==> config.mk <==
export PLATFORM = sky130hd
export DESIGN_NAME = utf8_code_point_encoder_flat
export DESIGN_NICKNAME = d
export VERILOG_FILES = /design/src/hdl/utf8enc_pkg.sv /design/src/hdl/utf8enc_if.sv /design/src/hdl/utf8_code_point_encoder.sv /design/src/flat_wrapper.sv
export VERILOG_INCLUDE_DIRS = /design/src /design/src/hdl
export SDC_FILE = /design/constraint.sdc
export NUM_CORES = 1
export LEC_CHECK = 0
export BUFFER_PORTS_ARGS = -buffer_cell sky130_fd_sc_hd__buf_2
export CAP_MARGIN = 25
export CORE_UTILIZATION = 53
export CTS_CLUSTER_SIZE = 12
export DETAILED_ROUTE_END_ITERATION = 8
export PLACE_DENSITY = 0.78
export SLEW_MARGIN = 20
export SYNTH_ARGS = -nofsm -noshare
export SYNTH_HDL_FRONTEND = slang
export SYNTH_SLANG_ARGS = --single-unit
==> constraint.sdc <==
create_clock -name clk -period 2.6 [get_ports clk]
set_input_delay 0.52 -clock clk [delete_from_list [all_inputs] [get_ports clk]]
set_output_delay 0.52 -clock clk [all_outputs]
set_load 0.05 [all_outputs]
==> src/hdl/utf8_code_point_encoder_macros.svh <==
// Assertion macros shared by the encoder RTL.
// Each macro expects clk and rst_n in scope.
`ifndef UTF8_CODE_POINT_ENCODER_MACROS_SVH
`define UTF8_CODE_POINT_ENCODER_MACROS_SVH

// Consequent must hold in the same cycle as the antecedent.
`define UTF8ENC_ASSERT_SAME(label, ante, cons, msg) \
  label: assert property (@(posedge clk) disable iff (!rst_n) (ante) |-> (cons)) \
    else $error(msg);

// Consequent must hold in the cycle after the antecedent.
`define UTF8ENC_ASSERT_NEXT(label, ante, cons, msg) \
  label: assert property (@(posedge clk) disable iff (!rst_n) (ante) |=> (cons)) \
    else $error(msg);

`endif

==> src/hdl/utf8enc_pkg.sv <==
package utf8enc_pkg;

  localparam int CP_W   = 32;
  localparam int BYTE_W = 8;
  localparam int LEN_W  = 3;

  typedef logic [CP_W-1:0]   cp_t;
  typedef logic [BYTE_W-1:0] byte_t;
  typedef logic [LEN_W-1:0]  len_t;

  // Length thresholds of the six-byte form
  localparam cp_t MAX_LEN1 = 32'h0000_007F;
  localparam cp_t MAX_LEN2 = 32'h0000_07FF;
  localparam cp_t MAX_LEN3 = 32'h0000_FFFF;
  localparam cp_t MAX_LEN4 = 32'h001F_FFFF;
  localparam cp_t MAX_LEN5 = 32'h03FF_FFFF;
  localparam cp_t MAX_LEN6 = 32'h7FFF_FFFF;

  localparam byte_t CONT_MARK    = 8'h80;
  localparam byte_t PAYLOAD_MASK = 8'h3F;

  // Sequence length in bytes; values above the six-byte range count as one
  function automatic len_t enc_len(input cp_t cp);
    len_t len;
    if (cp <= MAX_LEN1 || cp > MAX_LEN6) begin
      len = 3'd1;
    end else if (cp <= MAX_LEN2) begin
      len = 3'd2;
    end else if (cp <= MAX_LEN3) begin
      len = 3'd3;
    end else if (cp <= MAX_LEN4) begin
      len = 3'd4;
    end else if (cp <= MAX_LEN5) begin
      len = 3'd5;
    end else begin
      len = 3'd6;
    end
    return len;
  endfunction

  // Leading ones of the lead byte for a given length
  function automatic byte_t lead_mark(input len_t len);
    byte_t mark;
    case (len)
      3'd2:    mark = 8'hC0;
      3'd3:    mark = 8'hE0;
      3'd4:    mark = 8'hF0;
      3'd5:    mark = 8'hF8;
      3'd6:    mark = 8'hFC;
      default: mark = 8'h00;
    endcase
    return mark;
  endfunction

endpackage

==> src/hdl/utf8enc_if.sv <==
interface utf8enc_cp_if;
  import utf8enc_pkg::*;

  logic valid;
  logic ready;
  cp_t  code_point;

  modport source (output valid, output code_point, input ready);
  modport sink   (input valid, input code_point, output ready);
endinterface

interface utf8enc_byte_if;
  import utf8enc_pkg::*;

  logic  valid;
  logic  ready;
  byte_t out_byte;
  logic  last_byte;
  logic  too_large;

  modport source (output valid, output out_byte, output last_byte, output too_large,
                  input ready);
  modport sink   (input valid, input out_byte, input last_byte, input too_large,
                  output ready);
endinterface

==> src/hdl/utf8_code_point_encoder.sv <==
// UTF-8 encoder, original form with sequences of up to six bytes.
// in_cp carries one 32-bit code point per item (valid/ready, accepted when
// both are high). out_chan carries one byte per item, lead byte first, with
// last_byte on the final byte of each sequence. A code point above
// 0x7FFFFFFF yields a single item with too_large set and a zero byte.
// A byte reaches out_chan through the input stage register, then the
// output register, after its code point is accepted.
// Throughput: one output byte per cycle while the receiver holds ready
// high; a code point yields 1 to 6 bytes, which the output register moves
// on one by one. The next code point is taken in the cycle its predecessor's
// last byte moves into the output register, so items follow back to back.
// Reset empties both the input stage and the output register; no item is
// pending afterward. When the receiver holds ready low, the output register
// keeps its byte, the input stage keeps its code point and in_cp.ready
// drops once the stage holds an item that cannot advance.
`include "utf8_code_point_encoder_macros.svh"

module utf8_code_point_encoder (
  input  logic                  clk,
  input  logic                  rst_n,
  utf8enc_cp_if.sink            in_cp,
  utf8enc_byte_if.source        out_chan
);
  import utf8enc_pkg::*;

  // Input stage: code point being split into bytes
  logic  busy_r,  busy_nxt;
  cp_t   cp_r,    cp_nxt;
  len_t  len_r,   len_nxt;
  len_t  rem_r,   rem_nxt;
  logic  first_r, first_nxt;
  logic  err_r,   err_nxt;

  // Output register
  logic  out_vld_r,  out_vld_nxt;
  byte_t out_byte_r, out_byte_nxt;
  logic  out_last_r, out_last_nxt;
  logic  out_err_r,  out_err_nxt;

  logic  load;
  logic  stage_last;
  logic  accept;
  cp_t   group;
  byte_t byte_val;
  len_t  new_len;

  assign load       = busy_r && (!out_vld_r || out_chan.ready);
  assign stage_last = (rem_r == '0);
  assign in_cp.ready = !busy_r || (load && stage_last);
  assign accept     = in_cp.valid && in_cp.ready;
  assign new_len    = enc_len(in_cp.code_point);

  // Select the six-bit group that this byte carries
  always_comb begin
    case (rem_r)
      3'd0:    group = cp_r;
      3'd1:    group = cp_r >> 6;
      3'd2:    group = cp_r >> 12;
      3'd3:    group = cp_r >> 18;
      3'd4:    group = cp_r >> 24;
      3'd5:    group = cp_r >> 30;
      default: group = '0;
    endcase
  end

  // Form the byte: error, lead byte or continuation byte
  always_comb begin
    if (err_r) begin
      byte_val = '0;
    end else if (first_r) begin
      byte_val = lead_mark(len_r) | group[BYTE_W-1:0];
    end else begin
      byte_val = CONT_MARK | (group[BYTE_W-1:0] & PAYLOAD_MASK);
    end
  end

  // Advance the input stage, take a new item when the stage frees up
  always_comb begin
    busy_nxt  = busy_r;
    cp_nxt    = cp_r;
    len_nxt   = len_r;
    rem_nxt   = rem_r;
    first_nxt = first_r;
    err_nxt   = err_r;
    if (load) begin
      rem_nxt   = rem_r - 3'd1;
      first_nxt = 1'b0;
      if (stage_last) begin
        busy_nxt = 1'b0;
      end
    end
    if (accept) begin
      busy_nxt  = 1'b1;
      cp_nxt    = in_cp.code_point;
      len_nxt   = new_len;
      rem_nxt   = new_len - 3'd1;
      first_nxt = 1'b1;
      err_nxt   = in_cp.code_point > MAX_LEN6;
    end
  end

  // Load or drain the output register
  always_comb begin
    out_vld_nxt  = out_vld_r;
    out_byte_nxt = out_byte_r;
    out_last_nxt = out_last_r;
    out_err_nxt  = out_err_r;
    if (load) begin
      out_vld_nxt  = 1'b1;
      out_byte_nxt = byte_val;
      out_last_nxt = stage_last;
      out_err_nxt  = err_r;
    end else if (out_chan.ready) begin
      out_vld_nxt = 1'b0;
    end
  end

  always_ff @(posedge clk) begin
    if (!rst_n) begin
      busy_r    <= 1'b0;
      out_vld_r <= 1'b0;
    end else begin
      busy_r    <= busy_nxt;
      out_vld_r <= out_vld_nxt;
    end
    cp_r       <= cp_nxt;
    len_r      <= len_nxt;
    rem_r      <= rem_nxt;
    first_r    <= first_nxt;
    err_r      <= err_nxt;
    out_byte_r <= out_byte_nxt;
    out_last_r <= out_last_nxt;
    out_err_r  <= out_err_nxt;
  end

  assign out_chan.valid     = out_vld_r;
  assign out_chan.out_byte  = out_byte_r;
  assign out_chan.last_byte = out_last_r;
  assign out_chan.too_large = out_err_r;

  // Byte countdown stays inside the sequence length
  `UTF8ENC_ASSERT_SAME(a_rem_in_range, busy_r, rem_r < len_r, "byte index beyond length")
  // An oversized code point is a one-byte item
  `UTF8ENC_ASSERT_SAME(a_err_len, busy_r && err_r, len_r == 3'd1, "error item longer than one")
  // Error result carries a zero byte and ends the sequence
  `UTF8ENC_ASSERT_SAME(a_err_out, out_vld_r && out_err_r,
                       out_last_r && out_byte_r == '0, "malformed error result")
  // A non-final byte leaves the stage busy with one byte fewer to go
  `UTF8ENC_ASSERT_NEXT(a_countdown, load && !stage_last,
                       busy_r && rem_r == $past(rem_r) - 3'd1, "byte countdown slipped")

endmodule

==> src/flat_wrapper.sv <==
// flat-port wrapper written by rule: the top's interface ports become plain ports
module utf8_code_point_encoder_flat import utf8enc_pkg::*;
  (clk, rst_n, in_cp_valid, in_cp_code_point, in_cp_ready, out_chan_valid, out_chan_out_byte, out_chan_last_byte, out_chan_too_large, out_chan_ready);
  utf8enc_cp_if in_cp_i ();
  utf8enc_byte_if out_chan_i ();
  input  logic clk;
  input  logic rst_n;
  input wire logic [$bits(in_cp_i.valid)-1:0] in_cp_valid;
  input wire logic [$bits(in_cp_i.code_point)-1:0] in_cp_code_point;
  output wire logic [$bits(in_cp_i.ready)-1:0] in_cp_ready;
  output wire logic [$bits(out_chan_i.valid)-1:0] out_chan_valid;
  output wire logic [$bits(out_chan_i.out_byte)-1:0] out_chan_out_byte;
  output wire logic [$bits(out_chan_i.last_byte)-1:0] out_chan_last_byte;
  output wire logic [$bits(out_chan_i.too_large)-1:0] out_chan_too_large;
  input wire logic [$bits(out_chan_i.ready)-1:0] out_chan_ready;
  assign in_cp_i.valid = in_cp_valid;
  assign in_cp_i.code_point = in_cp_code_point;
  assign in_cp_ready = in_cp_i.ready;
  assign out_chan_valid = out_chan_i.valid;
  assign out_chan_out_byte = out_chan_i.out_byte;
  assign out_chan_last_byte = out_chan_i.last_byte;
  assign out_chan_too_large = out_chan_i.too_large;
  assign out_chan_i.ready = out_chan_ready;
  utf8_code_point_encoder u_core (.clk(clk), .rst_n(rst_n), .in_cp(in_cp_i), .out_chan(out_chan_i));
endmodule
Yosys cells after proc, flatten, opt, wreduce, memory -nomap -nowiden
Cells that the tools add are included.
Widths: inputs -> output; s select.
{"block": "totals", "register_bits": 52, "input_bits": 36, "word_cells": 62}
{"block": "op_classes", "n_addsub": 2, "order_cmp": 6, "n_eq_ne": 10, "n_mux": 17, "n_bitwise": 2, "reduce_logical": 14}
{"op": "$pmux 8 s6", "n": 1}
{"op": "$pmux 8 s5", "n": 1}
{"op": "$gt 32x31->1 const B", "n": 1}
{"op": "$le 32x11->1 const B", "n": 1}
{"op": "$le 32x16->1 const B", "n": 1}
{"op": "$le 32x21->1 const B", "n": 1}
{"op": "$le 32x26->1 const B", "n": 1}
{"op": "$le 32x7->1 const B", "n": 1}
{"op": "$mux 8", "n": 3}
{"op": "$mux 3", "n": 6}
{"op": "$eq 3x3->1 const B", "n": 5}
{"op": "$eq 3x2->1 const B", "n": 4}
{"op": "$or 8x8->8", "n": 1}
{"op": "$reduce_bool 2->1", "n": 3}
{"op": "$sub 3x1->3 const B", "n": 2}
{"op": "$mux 1", "n": 5}
{"op": "$eq 3x1->1 const B", "n": 1}
{"op": "$logic_and 1x1->1", "n": 3}
{"op": "$logic_not 3->1", "n": 1}
{"op": "$logic_or 1x1->1", "n": 3}
{"op": "$logic_not 1->1", "n": 2}
{"op": "$mux 2", "n": 1}
{"op": "$reduce_and 2->1", "n": 1}
{"op": "$reduce_or 2->1", "n": 1}
{"op": "$not 1->1", "n": 1}

Logic depth before layout (Yosys ltp)
{"block": "depth", "depth_word": 8, "mapped_depth": 8}

Least setup slack after synthesis
Ideal clock, no wire load.
{"block": "synth_timing", "path_type": "flip-flop to flip-flop", "from": "register u_core.rem_r[1]", "to": "register u_core.cp_r[0], enable pin", "setup_time_ps": 391, "t_arrival_ps": 2341, "slack_ps": -132, "stages_incl_launch_ff": 8, "n_path_buf": 0, "synth_period_minus_slack_ps": 2732, "path_cell_list": "edfxtp_1 inv_1 ha_1 nor2b_1 nand2_1 nand2_1 nand2_1 inv_1"}
{"block": "synth_between", "elab_chain_len": 4}
{"item": "from (decl)", "line_no": "utf8_code_point_encoder.sv:30", "text": "len_t rem_r, rem_nxt;"}
{"item": "from (signal assigned)", "line_no": "utf8_code_point_encoder.sv:128", "text": "rem_r <= rem_nxt;"}
{"item": "$logic_not 3->1", "line_no": "utf8_code_point_encoder.sv:48", "text": "assign stage_last = (rem_r == '0);"}
{"item": "named net u_core.stage_last", "line_no": "utf8_code_point_encoder.sv:41", "text": "logic stage_last;"}
{"item": "$logic_and 1x1->1", "line_no": "utf8_code_point_encoder.sv:49", "text": "assign in_cp.ready = !busy_r || (load && stage_last);"}
{"item": "$logic_or 1x1->1", "line_no": "utf8_code_point_encoder.sv:49"}
{"item": "named net in_cp_ready", "line_no": "flat_wrapper.sv:10", "text": "output wire logic [$bits(in_cp_i.ready)-1:0] in_cp_ready;"}
{"item": "$logic_and 1x1->1", "line_no": "utf8_code_point_encoder.sv:50", "text": "assign accept = in_cp.valid && in_cp.ready;"}
{"item": "named net u_core.accept", "line_no": "utf8_code_point_encoder.sv:42", "text": "logic accept;"}
{"item": "to (signal assigned)", "line_no": "utf8_code_point_encoder.sv:126", "text": "cp_r <= cp_nxt;"}
{"item": "to (decl)", "line_no": "utf8_code_point_encoder.sv:28", "text": "cp_t cp_r, cp_nxt;"}
The timed path passes the listed nets, and every way through them passes these cells.
A chain may end at the register's enable or synchronous reset.

Worst setup path after layout
{"block": "layout_timing", "from": "register u_core.rem_r[1]", "to": "output port in_cp_ready"}
{"block": "layout_between", "elab_chain_len": 3}
{"item": "$logic_not 3->1", "line_no": "utf8_code_point_encoder.sv:48"}
{"item": "named net u_core.stage_last", "line_no": "utf8_code_point_encoder.sv:41"}
{"item": "$logic_and 1x1->1", "line_no": "utf8_code_point_encoder.sv:49"}
{"item": "$logic_or 1x1->1", "line_no": "utf8_code_point_encoder.sv:49"}
{"item": "to (decl)", "line_no": "flat_wrapper.sv:10"}
The timed path passes the listed nets, and every way through them passes these cells.

==> flow_metrics.tcl <==
set metrics [dict create \
    finalHoldViolCount 0 \
    required_ns 2.08 \
    seq_area_um2 1530 \
    post_cts_buffers 0 \
    first_iter_violations 125 \
    r2r_start "u_core.rem_r[1]" \
    critPathBufInv 2 \
    die_area_um2 4530 \
    core_um2 4060 \
    worstPathMaxFanout 5 \
    drive_gt1_share_pct 31.9 \
    cts_buffer_depth 2 \
    ys.flop_type "edfxtp_1" \
    tightest_slew_ns 0.410 \
    grt_pass1_vias 1378 \
    critPathKind "reg -> out" \
    tns_ns 0 \
    nets 251 \
    die_height_um 67.3 \
    use_met1_pct 26.1 \
    finalSetupViolCount 0 \
    tritoncts "done" \
    synth_cell_types 40 \
    cts-resized-gates 0 \
    path_cells "inv_1 > ha_1 > nor2b_1 > nand2_1 > nand2_1 > buf_2" \
    slew_viol_final 0 \
    status "finished, final reports clean" \
    syn_area_um2 2260 \
    rsz0062_at_grt "false" \
    synth.most_common_cell "edfxtp_1" \
    clock_latency_ns 0.30 \
    min_period_ns 2.29 \
    routed_via_density 5.62 \
    drt_first_pass_iters 6 \
    wl_mm 4.21 \
    max_freq_mhz 436 \
    ir_worst_vdd_mv 0.387 \
    seq_area_frac_synth_pct 67.8 \
    multi_input_area_um2 671 \
    antenna_found_initial 0 \
    io_buffers 47 \
    synthTopCellsByCount "edfxtp_1 (49), a21oi_1 (10), nand2_1 (10), nor2_1 (9), inv_1 (8)" \
    final_antenna_net_count 0 \
    critPathCaptureType "output port" \
    synthToLayoutAreaGrowth_pct 17.6 \
    grtUsageMet3_pct 5.57 \
    vias 1461 \
    cts_buffers 5 \
    busiest_layer "met2" \
    cap_violations 0 \
    gp_congestion 0.851 \
    synth.top_cell.area_share_pct 65.2 \
    p_leak_nw 1.03 \
    die_w_um 67.3 \
    fin_crit_sh_pct 88.1 \
    cp-startpoint "u_core.rem_r[1]" \
    hold_buffers 0 \
    netlist_top_cells_area "edfxtp_1 (65%), ha_1 (3.3%), a222oi_1 (2.7%)" \
    ys_async_sr_fraction_pct 0 \
    crit_top_cell "nand2_1" \
    synth_top_cell_by_area "edfxtp_1" \
    final_util_pct 65.4 \
    synth-edff-count 49 \
    min_from "in_cp_code_point[1]" \
    fill_cells 294 \
    cp_top_family "buffers and inverters" \
    cts.sinks 52 \
    slew_headroom_pct 72.7 \
    p_per_area_nw_per_um2 729 \
    fin_skew_ns 0.00719 \
    ctsRootBufferMaster "clkbuf_8" \
    ios 48 \
    synthCells 159 \
    grt_first_pass_wirelength_mm 6.60 \
    path_clk_slew_ns 0.09 \
    dp_hpwl_mm 3.16 \
    synth.avg_cell_area_um2 14.2 \
    grtUsageTotal_pct 20.8 \
    max_stage_delay_ns 0.47 \
    grt_use_met2_pct 34.0 \
    ys_ff_latch 52 \
    startpoint_type "flop" \
    min_path_type "in -> reg" \
    diodes 0 \
    cp_data_arrival_time_ns 1.77 \
    rows 23 \
    ys.warnings.count 0 \
    cts_htree_levels 2 \
    wl_per_cell_um 16.2 \
    grt-ovfl-total 0 \
    drc 0 \
    grt_max_degree 37 \
    synth_fp_nets 201 \
    slowest_stage "edfxtp_1" \
    start_util_pct 55.7 \
]
-- flip-flops by register name (all words and copies together) (netlist names) --
signal / count
u_core.rem_r: 3
u_core.len_r: 3
u_core.out_chan.valid: 1
u_core.err_r: 1
u_core.busy_r: 1
u_core.cp_r: 32
u_core.out_chan.too_large: 1
u_core.out_chan.last_byte: 1
u_core.out_chan.out_byte: 8
u_core.first_r: 1
-- cell usage in the layout (no fill, tap or decap), drive strengths merged, types with 4 or more instances in the layout --
| master | count |
|---|---|
| ha | 6 |
| nand2b | 4 |
| a222oi | 6 |
| nor2 | 9 |
| mux2 | 4 |
| clkbuf | 5 |
| edfxtp | 49 |
| buf | 50 |
| a22oi | 4 |
| a21oi | 10 |
| inv | 8 |
| nand2 | 10 |
-- metrics by stage --
step                      instance area, um^2  setup slack [ns]  hold WS [ns]  total power [mW]  cells
after floorplan                          2260             0.110         0.449              1.37    159
after global placement                   2570             0.134         0.455              1.49    252
after detailed placement                 2570             0.101         0.480              1.51    252
after CTS                                2660             0.310         0.379              1.95    260
after global routing                     2660             0.206         0.369              2.03    260
final                                    2660             0.308         0.388              1.94    260
-- power by group --
| group | switching [mW] | internal, mW |
|---|---|---|
| clock network | 0.254 | 0.188 |
| registers | 0.0363 | 1.01 |
| logic | 0.282 | 0.161 |
-- final cells by class --
cell class                      count  share of cell area (%)
Sequential cell                    52                    57.7
Multi-Input combinational cell     92                    25.3
Timing Repair Buffer               50                    10.2
Clock buffer                        5                    2.59
Tap cell                           50                    2.36
Inverter                            8                    1.27
Clock inverter                      3                   0.660
-- path summary, 6_finish.rpt --
kind,endpoint,depth (start not counted),slack [ns]
setup reg to reg,u_core.cp_r[19],8,0.47
hold reg to reg,u_core.out_chan.valid,2,0.49
setup / recovery,in_cp_ready,6,0.31
hold / removal,u_core.cp_r[1],1,0.39
-- kinds of logic after synthesis --
group	count (synthesis)	share of synthesized area [%]
flops	52	67.8
xor+xnor	4	1.55
buf+inv	15	2.49
fa+ha+maj	6	3.32
simple gates	38	9.31
compound gates	37	12.2
mux	7	3.32
-- layer usage --
metal | up-vias | wire length, um
met4 | 0 | 36
met5 | - | 0
met1 | 682 | 1770
met3 | 4 | 248
li1 | 713 | -
met2 | 62 | 2150
(Power assumes the default switching activity.)
